==> src/hdl/tss_pkg.sv <==
// Shared types, constants and controller/datapath interface structs for the tuning store.
package tss_pkg;

	localparam int DEF_FREQ_SLOTS         = 8192;
	localparam int DEF_NUM_ANTENNA_BLOCKS = 4;
	localparam int DEF_SEARCH_REACH       = 5;

	localparam int CMD_W     = 2;
	localparam int ANT_W     = 3;
	localparam int FREQ_W    = 13;
	localparam int CODE_W    = 8;
	localparam int MAXF_W    = 14;
	localparam int MOFF_W    = 4;
	localparam int PROBE_W   = 16;
	localparam int ENTRY_W   = 18;
	localparam int IN_DATA_W = 40;
	localparam int OUT_DATA_W = 24;
	localparam int APB_AW    = 3;
	localparam int APB_DW    = 32;

	localparam logic [MAXF_W-1:0] MAXF_RESET = 14'd6149;

	localparam int ENTRY_VALID_BIT = 17;
	localparam int ENTRY_HIGHZ_BIT = 16;

	// register select is paddr[2]
	localparam logic REG_ATU_ENABLED   = 1'b0;
	localparam logic REG_MAX_FREQUENCY = 1'b1;

	typedef enum logic [CMD_W-1:0] {
		CMD_LOOKUP = 2'd0,
		CMD_STORE  = 2'd1,
		CMD_ERASE  = 2'd2
	} cmd_t;

	typedef enum logic [2:0] {
		RES_ZERO,
		RES_HIT,
		RES_MISS,
		RES_STORE,
		RES_STORE_BAD
	} res_sel_t;

	typedef struct packed {
		logic     capture;
		logic     probe_init;
		logic     issue;
		logic     sweep_init;
		logic     sweep_step;
		logic     sweep_wr;
		logic     store_wr;
		logic     res_load;
		res_sel_t res_sel;
		logic     load_out;
	} tss_ctrl_t;

	typedef struct packed {
		cmd_t cmd;
		logic blk_ok;
		logic store_ok;
		logic probe_last;
		logic valid_s1;
		logic hit_s1;
		logic last_s1;
		logic sweep_last;
	} tss_stat_t;

endpackage

==> src/hdl/tss_ctrl.sv <==
// Controller: clearing pass, command dispatch, probe sequencing, erase sweep and output handshake.
module tss_ctrl import tss_pkg::*; (
	input  logic      clk,
	input  logic      arst_n,
	input  logic      in_valid,
	output logic      in_ready,
	output logic      out_valid,
	input  logic      out_ready,
	output tss_ctrl_t ctrl,
	input  tss_stat_t stat
);

	typedef enum logic [2:0] {
		S_CLEAR,
		S_IDLE,
		S_DISPATCH,
		S_LOOK,
		S_ERASE,
		S_DONE
	} state_t;

	state_t state_q;
	logic   issuing_q;
	logic   out_valid_q;

	assign in_ready  = (state_q == S_IDLE);
	assign out_valid = out_valid_q;

	always_comb begin
		ctrl = '0;
		ctrl.res_sel = RES_ZERO;
		unique case (state_q)
			S_CLEAR: begin
				ctrl.sweep_wr   = 1'b1;
				ctrl.sweep_step = 1'b1;
			end
			S_IDLE: begin
				ctrl.capture = in_valid;
			end
			S_DISPATCH: begin
				unique case (stat.cmd)
					CMD_LOOKUP: begin
						if (stat.blk_ok) begin
							ctrl.probe_init = 1'b1;
						end else begin
							ctrl.res_load = 1'b1;
							ctrl.res_sel  = RES_MISS;
						end
					end
					CMD_STORE: begin
						ctrl.res_load = 1'b1;
						if (stat.store_ok) begin
							ctrl.store_wr = 1'b1;
							ctrl.res_sel  = RES_STORE;
						end else begin
							ctrl.res_sel  = RES_STORE_BAD;
						end
					end
					CMD_ERASE: begin
						ctrl.res_load   = 1'b1;
						ctrl.sweep_init = stat.blk_ok;
					end
					default: begin
						ctrl.res_load = 1'b1;
					end
				endcase
			end
			S_LOOK: begin
				priority if (stat.hit_s1) begin
					ctrl.res_load = 1'b1;
					ctrl.res_sel  = RES_HIT;
				end else if (stat.valid_s1 && stat.last_s1) begin
					ctrl.res_load = 1'b1;
					ctrl.res_sel  = RES_MISS;
				end else if (issuing_q) begin
					ctrl.issue = 1'b1;
				end
			end
			S_ERASE: begin
				ctrl.sweep_wr   = 1'b1;
				ctrl.sweep_step = 1'b1;
			end
			S_DONE: begin
				ctrl.load_out = !out_valid_q || out_ready;
			end
			default: ;
		endcase
	end

	always_ff @(posedge clk or negedge arst_n) begin
		if (!arst_n) begin
			state_q     <= S_CLEAR;
			issuing_q   <= 1'b0;
			out_valid_q <= 1'b0;
		end else begin
			if (ctrl.load_out) begin
				out_valid_q <= 1'b1;
			end else if (out_ready) begin
				out_valid_q <= 1'b0;
			end

			unique case (state_q)
				S_CLEAR: begin
					if (stat.sweep_last) begin
						state_q <= S_IDLE;
					end
				end
				S_IDLE: begin
					if (in_valid) begin
						state_q <= S_DISPATCH;
					end
				end
				S_DISPATCH: begin
					if (ctrl.probe_init) begin
						issuing_q <= 1'b1;
						state_q   <= S_LOOK;
					end else if (ctrl.sweep_init) begin
						state_q <= S_ERASE;
					end else begin
						state_q <= S_DONE;
					end
				end
				S_LOOK: begin
					if (ctrl.res_load) begin
						issuing_q <= 1'b0;
						state_q   <= S_DONE;
					end else if (ctrl.issue && stat.probe_last) begin
						issuing_q <= 1'b0;
					end
				end
				S_ERASE: begin
					if (stat.sweep_last) begin
						state_q <= S_DONE;
					end
				end
				S_DONE: begin
					if (ctrl.load_out) begin
						state_q <= S_IDLE;
					end
				end
				default: state_q <= S_IDLE;
			endcase
		end
	end

endmodule

==> config.mk <==
export PLATFORM = sky130hd
export DESIGN_NAME = tss_ctrl
export DESIGN_NICKNAME = d
export VERILOG_FILES = /design/src/hdl/tss_pkg.sv /design/src/hdl/tss_ctrl.sv
export SDC_FILE = /design/constraint.sdc
export NUM_CORES = 1
export LEC_CHECK = 0
export BUFFER_PORTS_ARGS = -buffer_cell sky130_fd_sc_hd__clkbuf_2
export CAP_MARGIN = 20
export CORE_UTILIZATION = 25
export DETAILED_ROUTE_END_ITERATION = 6
export PLACE_DENSITY = 0.53
export SLEW_MARGIN = 20
export SYNTH_ARGS = -nofsm -noshare
export SYNTH_HDL_FRONTEND = slang
export SYNTH_SLANG_ARGS = --single-unit
==> constraint.sdc <==
create_clock -name clk -period 1.3 [get_ports clk]
set_input_delay 0.39 -clock clk [delete_from_list [all_inputs] [get_ports clk]]
set_output_delay 0.39 -clock clk [all_outputs]
set_load 0.01 [all_outputs]
==> impl_results.md <==
* Total grt overflow at 0
* Element type at the critical path end: output pin
* Top cells by area, synth: dfrtp_1 (28%), nor2_1 (7.7%), nand2b_4 (6.3%)
* Clock tree buffer depth at 2
* First-pass GRT wire length at 2.06 mm
* Flop and latch count out of synthesis at 5
* Setup WS post-layout at -0.398 ns
* Sw Ratio at 0.379
* Slew margin rel. at 0.840
* Final min period at 1.70 ns
* Routed wire length at 1.30 mm
* Post-Syn Nets at 62
* R2r endpoint: state_q[1]$_DFFE_PN0P_
* Placer Congestion at 0.758
* CP max-delay cell: dfrtp_2
* Vias after detailed routing at 527
* Hold Crit Depth at 3
* Final Setup Violations at 13
* Initial Utilization at 0.279
* PwrDens at 1830 nW/um^2
* Initial DRC Count at 13
* Critical path's largest stage delay at 0.43 ns
* FF/Latch Area at 128 um^2
* R2R Setup Slk at 0 ns
* Synthesized instance count at 49
* CTS tree: done
* Int Power at 946 uW
* Pleak at 0.441 nW
* Final Cell Area at 832 um^2
* Layout Cells excl Fill at 113
* DP HPWL at 958 um
* Routed Antenna Nets at 0
* Root Driver: clkbuf_4
* Comb pwr share at 0.694
* Syn_area_per_cell at 8.96 um^2
* Crit share post-route at 1.31
* Number of remaining DRC errors at 0
* Worst Path Buf+Inv at 2
* Sequential power share at 0.187
* Port-buffer cells at 26
* Switching power at 577 uW
* Fillers at 164
* DP Cell Count at 102
* Die Area at 1930 um^2
* Htree depth at 1
* Multi-input logic area at 323 um^2
* Yosys warns at 0
* Failing checks: setup timing
* Worst path top cell family by delay: flip-flops
* Nets at 111
* Die Ht at 43.9 um
* Share of cells above drive strength 1 at 0.670
* Yosys top cell area share at 0.285
* Synthesized cell area at 439 um^2
* Worst vdd ir at 0.000935 V
* TritonCTS buffer count at 3
* Core Box Area at 1580 um^2
* Vias in the first global route at 503
* Clk slew on worst S/H paths at 0.04 ns
* Largest net degree at the start of global routing at 7
* Sequential share of the synthesized area at 0.285
* Clock power share at 0.119
* Final hold vios at 0
* Initial antenna violation count at 0
* Area Growth Syn to Fin at 89.5%
* Max-Cap Viols at 0
* Inserted Diodes at 0
* Most frequent cells in the layout: buf_4 (17), clkbuf_2 (15), nor2_1 (7), buf_2 (7), buf_6 (7)
* Num rows at 14
* Status: finished with violations
* Die Width at 43.9 um
* Commonest non-fill, non-tap cell in the layout: buf_4
* Via-to-Cell Ratio at 4.66
* Critical path class: flop to output pin
* Worst-path maximum fanout at 5
* Skew final at 0.00475 ns
* HP Class: input port to flop
* Critical path data arrival time at 1.31 ns
* Worst-Margin Slew at 0.240 ns
* Worst r2r src: state_q[0]$_DFFE_PN0P_
* Tot GR Track Use at 0.146
* Io pins at 27
* CP cell instances: buf_6 > nor2_4 > nand2b_4 > nor3b_4 > buf_2
* Hold EP: state_q[0]$_DFFE_PN0P_
* Reg2Reg Depth at 5
* Hold path startpoint: stat[0]
* Clock sink count at 5
* Crit start category: flop
* Area leader, netlist: dfrtp_1
* Final Power at 1.52 mW
* Cell Area, Placed at 692 um^2
* RSZ-0062 raised after global routing: yes
* Count of cell types in the netlist at 24
* Final count of pins violating max slew at 0
* Worst-skew pair later-pin latency at 0.24 ns
* Router iterations before antenna repair at 6
* Crit path required time at 0.91 ns
* WL per Instance at 11.5 um
* Fmax at 589 MHz
## sequential cells by signal, summed over array words and instances, names as in the netlist
name / count
issuing_q: 1
state_q: 3
out_valid: 1
## cell usage after synthesis
library cell / number
nor2_1: 9
dfrtp_1: 5
nand2_1: 5
nand2b_1: 3
o21ai_0: 3
buf_6: 2
inv_1: 2
nand2b_4: 2
nor2b_4: 2
nor3_1: 2
a21oi_1: 1
a22oi_1: 1
a32oi_1: 1
and2_1: 1
and2_4: 1
and3_1: 1
buf_4: 1
nand3b_1: 1
nor3_2: 1
nor3b_2: 1
nor4_1: 1
nor4_4: 1
o221ai_1: 1
o32ai_2: 1
## logic make-up after synthesis
logic type | Yosys count | share of synthesized area
buffers and inverters | 5 | 0.0855
AO/OA/AOI/OAI | 8 | 0.140
flip-flops | 5 | 0.285
AND/OR/NAND/NOR | 31 | 0.490
## how the worst max path moves through the flow
| stage | start | endpoint | slack, ns | cells after the start |
|---|---|---|---|---|
| finish | state_q[0]$_DFFE_PN0P_ | ctrl[3] | -0.40 | 5 |
| floorplan | state_q[2]$_DFFE_PN0P_ | ctrl[3] | -0.15 | 4 |
| global route | state_q[0]$_DFFE_PN0P_ | ctrl[3] | -0.45 | 5 |
| CTS | state_q[0]$_DFFE_PN0P_ | ctrl[3] | -0.41 | 5 |
| global placement | stat[7] | ctrl[2] | -0.20 | 7 |
| detailed placement | state_q[0]$_DFFE_PN0P_ | ctrl[3] | -0.23 | 5 |
## area by class of cell
class / count / share of cell area
clock buffer: 3 / 0.0271
clock inverter: 1 / 0.00602
inverter: 2 / 0.00902
multi-input combinational: 39 / 0.388
sequential: 5 / 0.153
tap: 16 / 0.0241
timing repair buffer: 47 / 0.392
## tightest hold or removal path: stages
cell and delay, ns:
clkbuf_2 0.07, nor3_1 0.04, nor3_2 0.10
## power groups by stage
stage	clock network, mW	logic (mW)	registers (mW)
floorplan	0	0.505	0.282
finish	0.182	1.06	0.284
global placement	0	0.781	0.284
CTS	0.188	0.969	0.285
detailed placement	0	0.781	0.288
global route	0.205	1.14	0.294
## metal layers
layer  vias up  track usage  wire length (um)
li1        264            -                 -
met1       244        0.162               532
met2        19        0.266               689
met3         0       0.0250                82
met4         0       0.0727                 0
met5         -            0                 0
## what timing repair did
action / in CTS / in global routing
hold buffers: 1 / 0
setup endpoints to repair: 13 / 14
hold endpoints to repair: 5 / 0
resized for setup: 8 / 14
setup buffers: 5 / 1
pin swaps: 5 / 4
## stage by stage
step                TNS (ns)  setup slack (ns)  hold slack (ns)   util
finish                 -4.12            -0.398            0.416  0.528
global route           -5.03            -0.453            0.435  0.528
CTS                    -4.23            -0.414            0.404  0.509
detailed placement     -1.58            -0.225            0.217  0.439
global placement       -1.42            -0.204            0.213  0.439
floorplan             -0.678            -0.148           0.0944      -
No activity file was read; power rests on OpenSTA's default activity.
