[src/hdl/tss_pkg.sv]
// Shared types, constants and controller/datapath interface structs for the tuning store.
package tss_pkg;

	localparam int DEF_FREQ_SLOTS         = 8192;
	localparam int DEF_NUM_ANTENNA_BLOCKS = 4;
	localparam int DEF_SEARCH_REACH       = 5;

	localparam int CMD_W     = 2;
	localparam int ANT_W     = 3;
	localparam int FREQ_W    = 13;
	localparam int CODE_W    = 8;
	localparam int MAXF_W    = 14;
	localparam int MOFF_W    = 4;
	localparam int PROBE_W   = 16;
	localparam int ENTRY_W   = 18;
	localparam int IN_DATA_W = 40;
	localparam int OUT_DATA_W = 24;
	localparam int APB_AW    = 3;
	localparam int APB_DW    = 32;

	localparam logic [MAXF_W-1:0] MAXF_RESET = 14'd6149;

	localparam int ENTRY_VALID_BIT = 17;
	localparam int ENTRY_HIGHZ_BIT = 16;

	// register select is paddr[2]
	localparam logic REG_ATU_ENABLED   = 1'b0;
	localparam logic REG_MAX_FREQUENCY = 1'b1;

	typedef enum logic [CMD_W-1:0] {
		CMD_LOOKUP = 2'd0,
		CMD_STORE  = 2'd1,
		CMD_ERASE  = 2'd2
	} cmd_t;

	typedef enum logic [2:0] {
		RES_ZERO,
		RES_HIT,
		RES_MISS,
		RES_STORE,
		RES_STORE_BAD
	} res_sel_t;

	typedef struct packed {
		logic     capture;
		logic     probe_init;
		logic     issue;
		logic     sweep_init;
		logic     sweep_step;
		logic     sweep_wr;
		logic     store_wr;
		logic     res_load;
		res_sel_t res_sel;
		logic     load_out;
	} tss_ctrl_t;

	typedef struct packed {
		cmd_t cmd;
		logic blk_ok;
		logic store_ok;
		logic probe_last;
		logic valid_s1;
		logic hit_s1;
		logic last_s1;
		logic sweep_last;
	} tss_stat_t;

endpackage

[src/hdl/tss_regs.sv]
// APB configuration registers: ATU enable and frequency slot limit.
module tss_regs import tss_pkg::*; (
	input  logic              clk,
	input  logic              arst_n,
	input  logic              psel,
	input  logic              penable,
	input  logic              pwrite,
	input  logic [APB_AW-1:0] paddr,
	input  logic [APB_DW-1:0] pwdata,
	output logic [APB_DW-1:0] prdata,
	output logic              pready,
	output logic              atu_enabled,
	output logic [MAXF_W-1:0] max_frequency
);

	logic              atu_enabled_q;
	logic [MAXF_W-1:0] max_frequency_q;
	logic              wr_en;

	assign pready = 1'b1;
	assign wr_en  = psel & penable & pwrite & pready;

	always_ff @(posedge clk or negedge arst_n) begin
		if (!arst_n) begin
			atu_enabled_q   <= 1'b0;
			max_frequency_q <= MAXF_RESET;
		end else if (wr_en) begin
			unique case (paddr[2])
				REG_ATU_ENABLED:   atu_enabled_q   <= pwdata[0];
				REG_MAX_FREQUENCY: max_frequency_q <= pwdata[MAXF_W-1:0];
				default:           ;
			endcase
		end
	end

	always_comb begin
		unique case (paddr[2])
			REG_ATU_ENABLED:   prdata = {{(APB_DW-1){1'b0}}, atu_enabled_q};
			REG_MAX_FREQUENCY: prdata = {{(APB_DW-MAXF_W){1'b0}}, max_frequency_q};
			default:           prdata = '0;
		endcase
	end

	assign atu_enabled   = atu_enabled_q;
	assign max_frequency = max_frequency_q;

endmodule

[config.mk]
export PLATFORM = sky130hd
export DESIGN_NAME = tss_regs
export DESIGN_NICKNAME = d
export VERILOG_FILES = /design/src/hdl/tss_pkg.sv /design/src/hdl/tss_regs.sv
export SDC_FILE = /design/constraint.sdc
export NUM_CORES = 1
export LEC_CHECK = 0
export ABC_CLOCK_PERIOD_IN_PS = 1000
export CAP_MARGIN = 0
export CORE_UTILIZATION = 58
export CTS_CLUSTER_DIAMETER = 150
export DETAILED_ROUTE_END_ITERATION = 6
export DONT_BUFFER_PORTS = 1
export GPL_TIMING_DRIVEN = 0
export PLACE_DENSITY = 0.79
export SYNTH_ARGS = -nofsm -noshare
export SYNTH_HDL_FRONTEND = slang
export SYNTH_SLANG_ARGS = --single-unit
[constraint.sdc]
create_clock -name clk -period 1 [get_ports clk]
set_clock_uncertainty 0.15 [all_clocks]
set_input_delay 0.2 -clock clk [delete_from_list [all_inputs] [get_ports clk]]
set_output_delay 0.2 -clock clk [all_outputs]
set_load 0.01 [all_outputs]
==> impl_results.md, run 1 <==
* Status: finished, violations left
* Failing checks: hold timing, setup timing
* Ratio of cells with drive above 1 in the final layout at 0.5714
* Clock Latency Late Sink at 0.28 ns
* DR iter-0 viols at 3
* Post-route insts no fill at 120
* Remaining antenna violation count at 0
* First-pass GRT wire length at 2449 um
* Ys Warns at 0
* #FFs+latches synth at 15
* Antenna diode instance count at 0
* Pin count of the biggest net entering global routing at 16
* CP Cell Sequence: mux2_4
* Hold Vio Cnt, Final at 11
* Placed cells at 101
* Crit path max-delay family: flip-flops
* Slew Limit Fails at 0
* Clock Path Buffers at 2
* Crit. End Element: output port
* Core region area at 1350 um^2
* Final setup viols at 31
* Highest Clock Rate at 715.7 MHz
* # IOs at 88
* Slowest stage cell, crit path: dfstp_2
* Met3 Usage GRT at 0.1033
* Final Instance Area at 1184 um^2
* Post-route DRC at 0
* Clock sink total at 15
* Synth cell types at 11
* Detailed-router iteration count before antenna repair at 4
* Final setup margin at -0.3971 ns
* Vias per cell at 4.783
* Total Routed Length at 1965 um
* Worst min path class: input pin to asynchronous set/reset pin
* GR Layer Usage met1 at 0.2793
* HPWL after DPL at 1161 um
* RSZ-0062 raised after global routing: true
* Kind of critical path: flop to output port
* Nets at 146
* Syn avg cell area at 12.68 um^2
* Slowest Stage Delay on Critical Path at 0.59 ns
* Final worst path period share at 1.397
* Area growth, synth to finish at 35.34%
* CTS tree: built
* Hold slack at -0.1481 ns
* Post-synthesis cell area at 874.6 um^2
* Remaining global-route overflow at 0
* Sequential cell area fraction in the yosys report at 0.4349
* Final core occ at 0.8767
* Gr busiest metal: met2
* Antenna violations before repair at 0
* Gr usage total at 0.2403
* CP Buf/Inv Count at 0
* Met2 Use GR at 0.3945
* Fill count at 69
* Site Rows at 13
* Port bufs at 0
* Max Cap Viol at 0
* Vias at 574
* H-tree levels at 1
* Setup crit start kind: flop
* Worst-path clk slew at 0.09 ns
* Critical path peak fanout at 3
* Slew HR at 0.5597
* Setup Buffers After CTS at 0
* Post-CTS Hold Fix Bufs at 15
* Peak VDD IR at 0.9206 mV
* Chip Width at 40.83 um
* CP required at 0.65 ns
* Highest-count cells in the layout ignoring fill and taps: buf_4, conb_1, dlygate4sd3_1
* Arr. time, crit path at 1.05 ns
* Starting Density at 0.6478
* Cell count after synthesis at 69
* Dpl cell area at 968.4 um^2
* Routability Congestion at 0.6368
* Root Buffer: clkbuf_4
* Power Density at 1576 nW/um^2
* Vias in the first global route at 516
* Final critical-path required period at 1.397 ns
* CTS Buf Count at 3
* Slew @ Worst Pin at 0.6604 ns
* LEAKAGE at 0.6307 nW
* Die ar. at 1667 um^2
* DIE HEIGHT at 40.83 um
* DR WL/cell at 16.38 um
## state kept, by name, indices dropped and copies added, names as in the netlist
register,cells
max_frequency,14
atu_enabled,1
## area by class of cell
type / instances / area [um^2] / area share
multi-input cells: 50 / 444.2 / 0.3753
well taps: 15 / 18.77 / 0.01586
clock inverters: 1 / 5.005 / 0.004228
repair buffers: 15 / 152.6 / 0.1290
plain buffers: 21 / 157.7 / 0.1332
flip-flops and latches: 15 / 382.9 / 0.3235
clock buffers: 3 / 22.52 / 0.01903
## power breakdown
part	total, W	internal, W	switching (W)
logic	0.000547	0.000355	0.000191
registers	0.000973	0.000772	0.000200
clock network	0.000346	0.000148	0.000197
total	0.00187	0.00128	0.000589
## metrics by stage
step | total power, W | hold slack [ns] | setup TNS [ns] | setup slack [ns]
after floorplan | 0.001324 | -0.2456 | -0.5765 | -0.05642
after global placement | 0.001369 | -0.2453 | -1.734 | -0.1092
after detailed placement | 0.001386 | -0.2453 | -2.069 | -0.1153
after CTS | 0.001841 | 0.01197 | -5.936 | -0.3971
after global routing | 0.001967 | -0.1258 | -7.016 | -0.4273
final | 0.001865 | -0.1481 | -5.806 | -0.3971
## metal layers
layer / vias up / part of all wire
met1: 277 / 0.36
met2: 40 / 0.56
met5: - / 0
met3: 0 / 0.084
li1: 257 / -
met4: 0 / 0
## Yosys cell counts
library cell / instances / area share
nand4b_1: 1 / 0.010
dfstp_2: 4 / 0.12
nand4_4: 1 / 0.024
buf_4: 19 / 0.16
mux2_2: 6 / 0.077
clkbuf_1: 1 / 0.0043
and2_1: 13 / 0.093
conb_1: 2 / 0.0086
buf_6: 1 / 0.013
dfrtp_1: 11 / 0.31
mux2_4: 10 / 0.17
## timing repair
action	CTS	global route
endpoints found under the hold margin	30	11
pin swaps	2	0
setup endpoints to repair	29	44
resized for setup	10	5
## final timing paths
kind | slack (ns) | depth (start not counted) | end | start
max | -0.40 | 1 | prdata[0] | max_frequency[0]
min | -0.15 | 1 | max_frequency[6] | arst_n
max reg2reg | 0.01 | 1 | max_frequency[5] | max_frequency[5]
min reg2reg | 0.44 | 1 | max_frequency[1] | max_frequency[1]
max in group asynchronous | 0.39 | 1 | max_frequency[13] | arst_n
min in group clk | 0.02 | 2 | atu_enabled | penable
## cells by family after synthesis
| kind of cell | Yosys count | share of synthesized area |
|---|---|---|
| multiplexers | 16 | 0.2489 |
| flip-flops | 15 | 0.4349 |
| AND/OR/NAND/NOR | 15 | 0.1273 |
| other | 2 | 0.008587 |
| buffers and inverters | 21 | 0.1803 |
No activity file was read; power rests on OpenSTA's default activity.
==> run 2: changes to the inputs <==
==> config.mk (replaced) <==
export PLATFORM = sky130hd
export DESIGN_NAME = tss_regs
export DESIGN_NICKNAME = d
export VERILOG_FILES = /design/src/hdl/tss_pkg.sv /design/src/hdl/tss_regs.sv
export SDC_FILE = /design/constraint.sdc
export NUM_CORES = 1
export LEC_CHECK = 0
export ABC_CLOCK_PERIOD_IN_PS = 1250
export CAP_MARGIN = 0
export CORE_UTILIZATION = 54
export CTS_CLUSTER_DIAMETER = 150
export DETAILED_ROUTE_END_ITERATION = 6
export DONT_BUFFER_PORTS = 1
export GPL_TIMING_DRIVEN = 0
export PLACE_DENSITY = 0.77
export SYNTH_ARGS = -nofsm -noshare
export SYNTH_HDL_FRONTEND = slang
export SYNTH_SLANG_ARGS = --single-unit
export TNS_END_PERCENT = 5
==> constraint.sdc (replaced) <==
create_clock -name clk -period 1.25 [get_ports clk]
set_clock_uncertainty 0.15 [all_clocks]
set_input_delay 0.25 -clock clk [delete_from_list [all_inputs] [get_ports clk]]
set_output_delay 0.25 -clock clk [all_outputs]
set_load 0.01 [all_outputs]
==> run 2 against run 1 <==
Effect of this change:
- the run ends with setup timing left
- critical endpoint unchanged
- highest routed layer unchanged
- combinational power is 23% lower
- largest power group unchanged
- sequential power is 20% lower
- cell count is 0.83% higher
==> impl_results.md, run 2 (synthesized netlist as in run 1, its figures left out) <==
* Status: finished, violations left
* Failing checks: setup timing
* CP Cell Sequence: mux2_4
* Detailed-router iteration count before antenna repair at 2 (-2)
* Critical path peak fanout at 3 (unchanged)
* Final Power at 0.001467 W (-21%)
* Antenna violations before repair at 0 (unchanged)
* R2R depth at 1 (unchanged)
* Worst setup path end: prdata[0]
* Worst reg2reg endpoint: max_frequency[10]
* Worst min path class: input pin to flop
* Power Density at 1250 nW/um^2 (-21%)
* Root Buffer: clkbuf_4
* Nets at 146 (unchanged)
* Post-route insts no fill at 121 (+0.83%)
* Die ar. at 1785 um^2 (+7.1%)
* Hold slack at 0.06846 ns (+0.2166 ns)
* Remaining antenna violation count at 0 (unchanged)
* Slew @ Worst Pin at 0.6533 ns (-0.007138 ns)
* Final worst path period share at 1.151
* Gr usage total at 0.1940 (-0.04629)
* Final setup margin at -0.1882 ns (+0.2089 ns)
* Gr busiest metal: met2
* Kind of critical path: flop to output port
* CTS tree: built
* LEAKAGE at 0.6091 nW (-3.4%)
* Ratio of cells with drive above 1 in the final layout at 0.5619 (-0.009524)
* CP required at 0.85 ns (+0.20 ns)
* Hold Vio Cnt, Final at 0 (-11)
* Routability Congestion at 0.5835 (-8.4%)
* Highest-count cells in the layout ignoring fill and taps: buf_4, conb_1, dlygate4sd3_1
* Highest Clock Rate at 695.3 MHz
* Worst-path clk slew at 0.09 ns (about the same)
* Clock Path Buffers at 2 (unchanged)
* Pin count of the biggest net entering global routing at 16 (unchanged)
* # IOs at 88 (unchanged)
* Vias at 559 (-2.6%)
* Peak VDD IR at 0.9241 mV (+0.38%)
* RSZ-0062 raised after global routing: true
* Crit path depth at 1 (unchanged)
* Slew Limit Fails at 0 (unchanged)
* DR WL/cell at 13.88 um (-15%)
* Port bufs at 0 (unchanged)
* Clock sink total at 15 (unchanged)
* Hold path depth at 2
* Post-route DRC at 0 (unchanged)
* Setup crit start kind: flop
* Reg2reg start: max_frequency[10]
* Slowest Stage Delay on Critical Path at 0.59 ns (about the same)
* Clock Latency Late Sink at 0.27 ns (about the same)
* Slowest stage cell, crit path: dfstp_2
* Setup Buffers After CTS at 0 (unchanged)
* Arr. time, crit path at 1.04 ns (about the same)
* Crit. End Element: output port
* Vias in the first global route at 561 (+8.7%)
* Core region area at 1506 um^2 (+12%)
* R2r setup slk at 0.25 ns (+0.24 ns)
* CTS Buf Count at 3 (unchanged)
* Max Cap Viol at 0 (unchanged)
* DR iter-0 viols at 1 (-2)
* Max reg flops at 14 (unchanged)
* H-tree levels at 1 (unchanged)
* Final Instance Area at 1174 um^2 (-0.85%)
* DIE HEIGHT at 42.25 um (+3.5%)
* Site Rows at 14 (+1)
* Slew HR at 0.5630 (+0.003322)
* Remaining global-route overflow at 0 (unchanged)
* Vias per cell at 4.620 (-3.4%)
* Dpl cell area at 958.4 um^2 (-1.0%)
* Crit path max-delay family: flip-flops
* Chip Width at 42.25 um (+3.5%)
* Placed cells at 102 (+0.99%)
* Antenna diode instance count at 0 (unchanged)
* Met2 Use GR at 0.3477 (-0.04684)
* First-pass GRT wire length at 2601 um (+6.2%)
* CP Buf/Inv Count at 0 (unchanged)
* Crit. Startpoint: max_frequency[0]
* Total Routed Length at 1680 um (-15%)
* GR Layer Usage met1 at 0.2222 (-0.05709)
* Final critical-path required period at 1.438 ns
* Area growth, synth to finish at 34.19%
* Starting Density at 0.5806 (-0.06726)
* Met3 Usage GRT at 0.04310 (-0.06016)
* Final setup viols at 18 (-42%)
* HPWL after DPL at 1166 um (+0.43%)
==> run 2: layout make-up <==
class                           instances  area (um^2)
Clock buffer                            4        26.28
Timing Repair Buffer                   15        150.1
Tap cell                               16        20.02
Buffer                                 21        157.7
Multi-Input combinational cell         50        436.7
Sequential cell                        15        382.9
Fill cell                             101        332.8
==> run 2: metrics by stage <==
stage	util	setup WS [ns]	TNS, ns
after floorplan	-	0.1346	0
after global placement	0.6362	0.07331	0
after detailed placement	0.6362	0.08417	0
after CTS	0.7774	-0.1939	-1.386
after global routing	0.7791	-0.2150	-1.688
final	0.7791	-0.1882	-1.218
==> run 2: what timing repair did <==
| item | in CTS | in global routing |
|---|---|---|
| setup endpoints to repair | 18 | 18 |
| hold buffers | 15 | 0 |
| endpoints found under the hold margin | 30 | 0 |
| gates resized for setup | 14 | 2 |
| pin swaps | 3 | 0 |
==> run 2: where the power goes <==
part / total, W / internal [W] / leakage [nW] / switching (W)
logic: 0.000421 / 0.000275 / 0.422 / 0.000146
clock network: 0.000271 / 0.000124 / 0.0150 / 0.000147
registers: 0.000776 / 0.000618 / 0.172 / 0.000158
total: 0.00147 / 0.00102 / 0.609 / 0.000450
==> run 2: routing by layer <==
metal  up-vias  wire (um)
met1       269        606
met4         0          0
met5         -          0
met3         0        131
met2        32        941
li1        258          -
==> run 2: worst min-delay path by stage <==
stage / startpoint / endpoint / slack (ns)
after floorplan: arst_n / atu_enabled / -0.20
after global placement: arst_n / max_frequency[8] / -0.20
after detailed placement: arst_n / max_frequency[7] / -0.20
after CTS: penable / atu_enabled / 0.06
after global routing: penable / atu_enabled / 0.07
final: penable / atu_enabled / 0.07
==> run 3: changes to the inputs <==
--- a/config.mk
+++ b/config.mk
@@ -5,6 +5,7 @@
 export SDC_FILE = /design/constraint.sdc
 export NUM_CORES = 1
 export LEC_CHECK = 0
+export ABC_AREA = 1
 export ABC_CLOCK_PERIOD_IN_PS = 1250
 export CAP_MARGIN = 0
 export CORE_UTILIZATION = 54
==> run 3 against run 2 <==
Effect of this change:
- the run still ends with setup timing left
- flip-flop and latch count unchanged
- cell count up 44%
- area after synthesis up 4.9%
- via count up 48%
- critical path depth up 1
- fmax up 0.95%
- total power down 8.3%
- count of clock-buffer cells in the layout down 1
- global-route usage up 4.1 points
- critical endpoint unchanged
- hold slack worse by 0.066 ns
- first-iteration DRC count rose to 13 times the previous value
- clock power about the same
==> impl_results.md, run 3 <==
* Detailed-router iteration count before antenna repair at 4 (+2)
* Count leader, synth: nand2_1
* Antenna diode instance count at 0 (unchanged)
* Post-synth top area share at 0.3001 (-0.01460)
* Clock sink total at 15 (unchanged)
* Ratio of cells with drive above 1 in the final layout at 0.3354 (-0.2265)
* Vias per cell at 4.759 (+3.0%)
* Total Routed Length at 2126 um (+27%)
* Slowest Stage Delay on Critical Path at 0.59 ns (about the same)
* Post-synthesis cell area at 917.1 um^2 (+4.9%)
* Worst-path clk slew at 0.09 ns (about the same)
* Most used cell, CP: nand2_2
* Final core occ at 0.7776 (-0.001473)
* RSZ-0062 raised after global routing: true
* Vias in the first global route at 730 (+30%)
* Vias at 828 (+48%)
* DR iter-0 viols at 13 (+12)
* Post-route DRC at 0 (unchanged)
* Arr. time, crit path at 1.02 ns (-0.02 ns)
* Worst min path class: input pin to flop
* Crit. End Element: output port
* Die ar. at 1867 um^2 (+4.6%)
* Final setup viols at 18 (unchanged)
* Area leader, netlist: dfrtp_1
* DR WL/cell at 12.22 um (-12%)
* Starting Density at 0.5950 (+0.01440)
* Critical path peak fanout at 3 (unchanged)
* Core region area at 1541 um^2 (+2.3%)
* Synth cell types at 14 (+3)
* Slowest stage cell, crit path: dfstp_2
* Area growth, synth to finish at 30.70%
* Antenna violations before repair at 0 (unchanged)
* Synth async-reset ratio at 1.000 (unchanged)
* Slew HR at 0.5738 (+0.01072)
* Root Buffer: clkbuf_4
* Nets at 199 (+36%)
* Slew @ Worst Pin at 0.6373 ns (-0.01603 ns)
* Status: finished, violations left
* Setup crit start kind: flop
* Sequential cell area fraction in the yosys report at 0.4147 (-0.02017)
* # IOs at 88 (unchanged)
* CTS Buf Count at 3 (unchanged)
* Synth Flop Type: dfrtp_1
* Clock Path Buffers at 2 (unchanged)
* Most common cell after layout, fill and taps aside: nand2_1
* Cell count after synthesis at 121 (+75%)
* DIE HEIGHT at 43.21 um (+2.3%)
* Final Power at 0.001346 W (-8.3%)
* Highest Clock Rate at 701.9 MHz (+0.95%)
* Kind of critical path: flop to output port
* Ys Warns at 0 (unchanged)
* CP Cell Sequence: nand2_2 -> nand2_2
* Pin count of the biggest net entering global routing at 16 (unchanged)
* Remaining antenna violation count at 0 (unchanged)
* Highest-count cells in the layout ignoring fill and taps: nand2_1, buf_4, conb_1
* Routability Congestion at 0.6366 (+9.1%)
* Final setup margin at -0.1747 ns (+0.01350 ns)
* Fill count at 112 (+11%)
* Crit path max-delay family: flip-flops
* Setup Buffers After CTS at 0 (unchanged)
* CP required at 0.85 ns (about the same)
* Chip Width at 43.21 um (+2.3%)
* First-pass GRT wire length at 3229 um (+24%)
* Slew Limit Fails at 0 (unchanged)
* Hold Vio Cnt, Final at 0 (unchanged)
* Fin Setup TNS at -0.9055 ns (+0.3127 ns)
* Site Rows at 14 (unchanged)
* Power Density at 1123 nW/um^2 (-10%)
* Top cells by area, synth: dfrtp_1, nand2_1, buf_4
* Commonest cells in the synthesized netlist: nand2_1, buf_4, nand3_1
* Max reg flops at 14 (unchanged)
* Failing checks: setup timing
* Final worst path period share at 1.140 (-0.01080)
* Final critical-path required period at 1.425 ns (-0.01350 ns)
* #FFs+latches synth at 15 (unchanged)
* Remaining global-route overflow at 0 (unchanged)
* EDFF count, synth at 0 (unchanged)
* Port bufs at 0 (unchanged)
* H-tree levels at 1 (unchanged)
* Peak VDD IR at 0.8549 mV (-7.5%)
* Clock Latency Late Sink at 0.28 ns (about the same)
* LEAKAGE at 0.7153 nW (+17%)
* CP Buf/Inv Count at 0 (unchanged)
* Gr usage total at 0.2353 (+0.04136)
* Syn avg cell area at 7.580 um^2 (-40%)
* CTS tree: built
* Max Cap Viol at 0 (unchanged)
* HPWL after DPL at 1406 um (+21%)
[run 3: cell types whose count changed after synthesis, moves of 2 or more]
cell | before | now
mux2_4 | 10 | 0
inv_1 | 0 | 14
and2_1 | 13 | 0
nand2_1 | 0 | 46
nand3_1 | 0 | 15
buf_6 | 1 | 3
mux2_2 | 6 | 0
[run 3: logic make-up (layout without fill, tap and decap cells)]
group | after synthesis | in the layout | share of synthesized area
buf+inv | 39 | 59 | 0.2674
other cells | 2 | 19 | 0.008189
flops | 15 | 15 | 0.4147
simple gates | 65 | 65 | 0.3097
[run 3: worst paths after layout]
check                                  start                 to  slack, ns  depth (start not counted)
max in group asynchronous             arst_n        atu_enabled       0.27                          1
min in group asynchronous             arst_n   max_frequency[5]       0.27                          1
max reg2reg                max_frequency[11]  max_frequency[11]       0.31                          2
max                         max_frequency[0]          prdata[0]      -0.17                          2
min reg2reg                 max_frequency[2]   max_frequency[2]       0.36                          2
min                                   pwrite        atu_enabled      0.003                          3
[run 3: cell type report]
| cell class | count | area (um^2) | area share |
|---|---|---|---|
| clock buffer | 3 | 22.52 | 0.01879 |
| buffer | 24 | 188.9 | 0.1576 |
| timing repair buffer | 16 | 160.2 | 0.1336 |
| sequential | 15 | 380.4 | 0.3173 |
| inverter | 15 | 56.30 | 0.04697 |
| tap | 16 | 20.02 | 0.01670 |
| clock inverter | 1 | 5.005 | 0.004175 |
| multi-input combinational | 84 | 365.4 | 0.3048 |
[run 3: worst reg2reg max path: stages (launching register included)]
cell and delay (ns):
dfstp_2 0.59, nand2_1 0.08, nand2_1 0.08
[run 3: metrics by stage]
step	setup slack, ns	instance area [um^2]	hold slack [ns]	cells
finish	-0.1747	1199	0.002632	174
global route	-0.2085	1199	0.02001	174
global placement	0.1394	1001	-0.1954	154
floorplan	0.1582	980.9	-0.1956	138
CTS	-0.1618	1194	0.0003644	174
detailed placement	0.1388	1001	-0.1954	154
[run 3: repair_timing]
item | 4_1_cts | 5_1_grt
endpoints found under the setup margin | 18 | 18
endpoints found under the hold margin | 30 | 0
pin swaps | 12 | 8
gates resized for setup | 15 | 2
hold buffers | 16 | 0
gates cloned | 0 | 0
[run 3: where the power goes]
group          total, W  internal (W)  switching (W)
Clock          0.000274      0.000119       0.000156
Combinational  0.000343      0.000146       0.000197
Sequential     0.000728      0.000595       0.000133
[run 3: routing by layer]
metal,track usage,part of all wire,routed length (um),up-vias
met1,0.2770,0.39,824,387
met3,0.06383,0.069,147,3
met2,0.4209,0.54,1143,40
met5,0,0,0,-
li1,-,-,-,398
met4,0.05455,0.0047,10,0
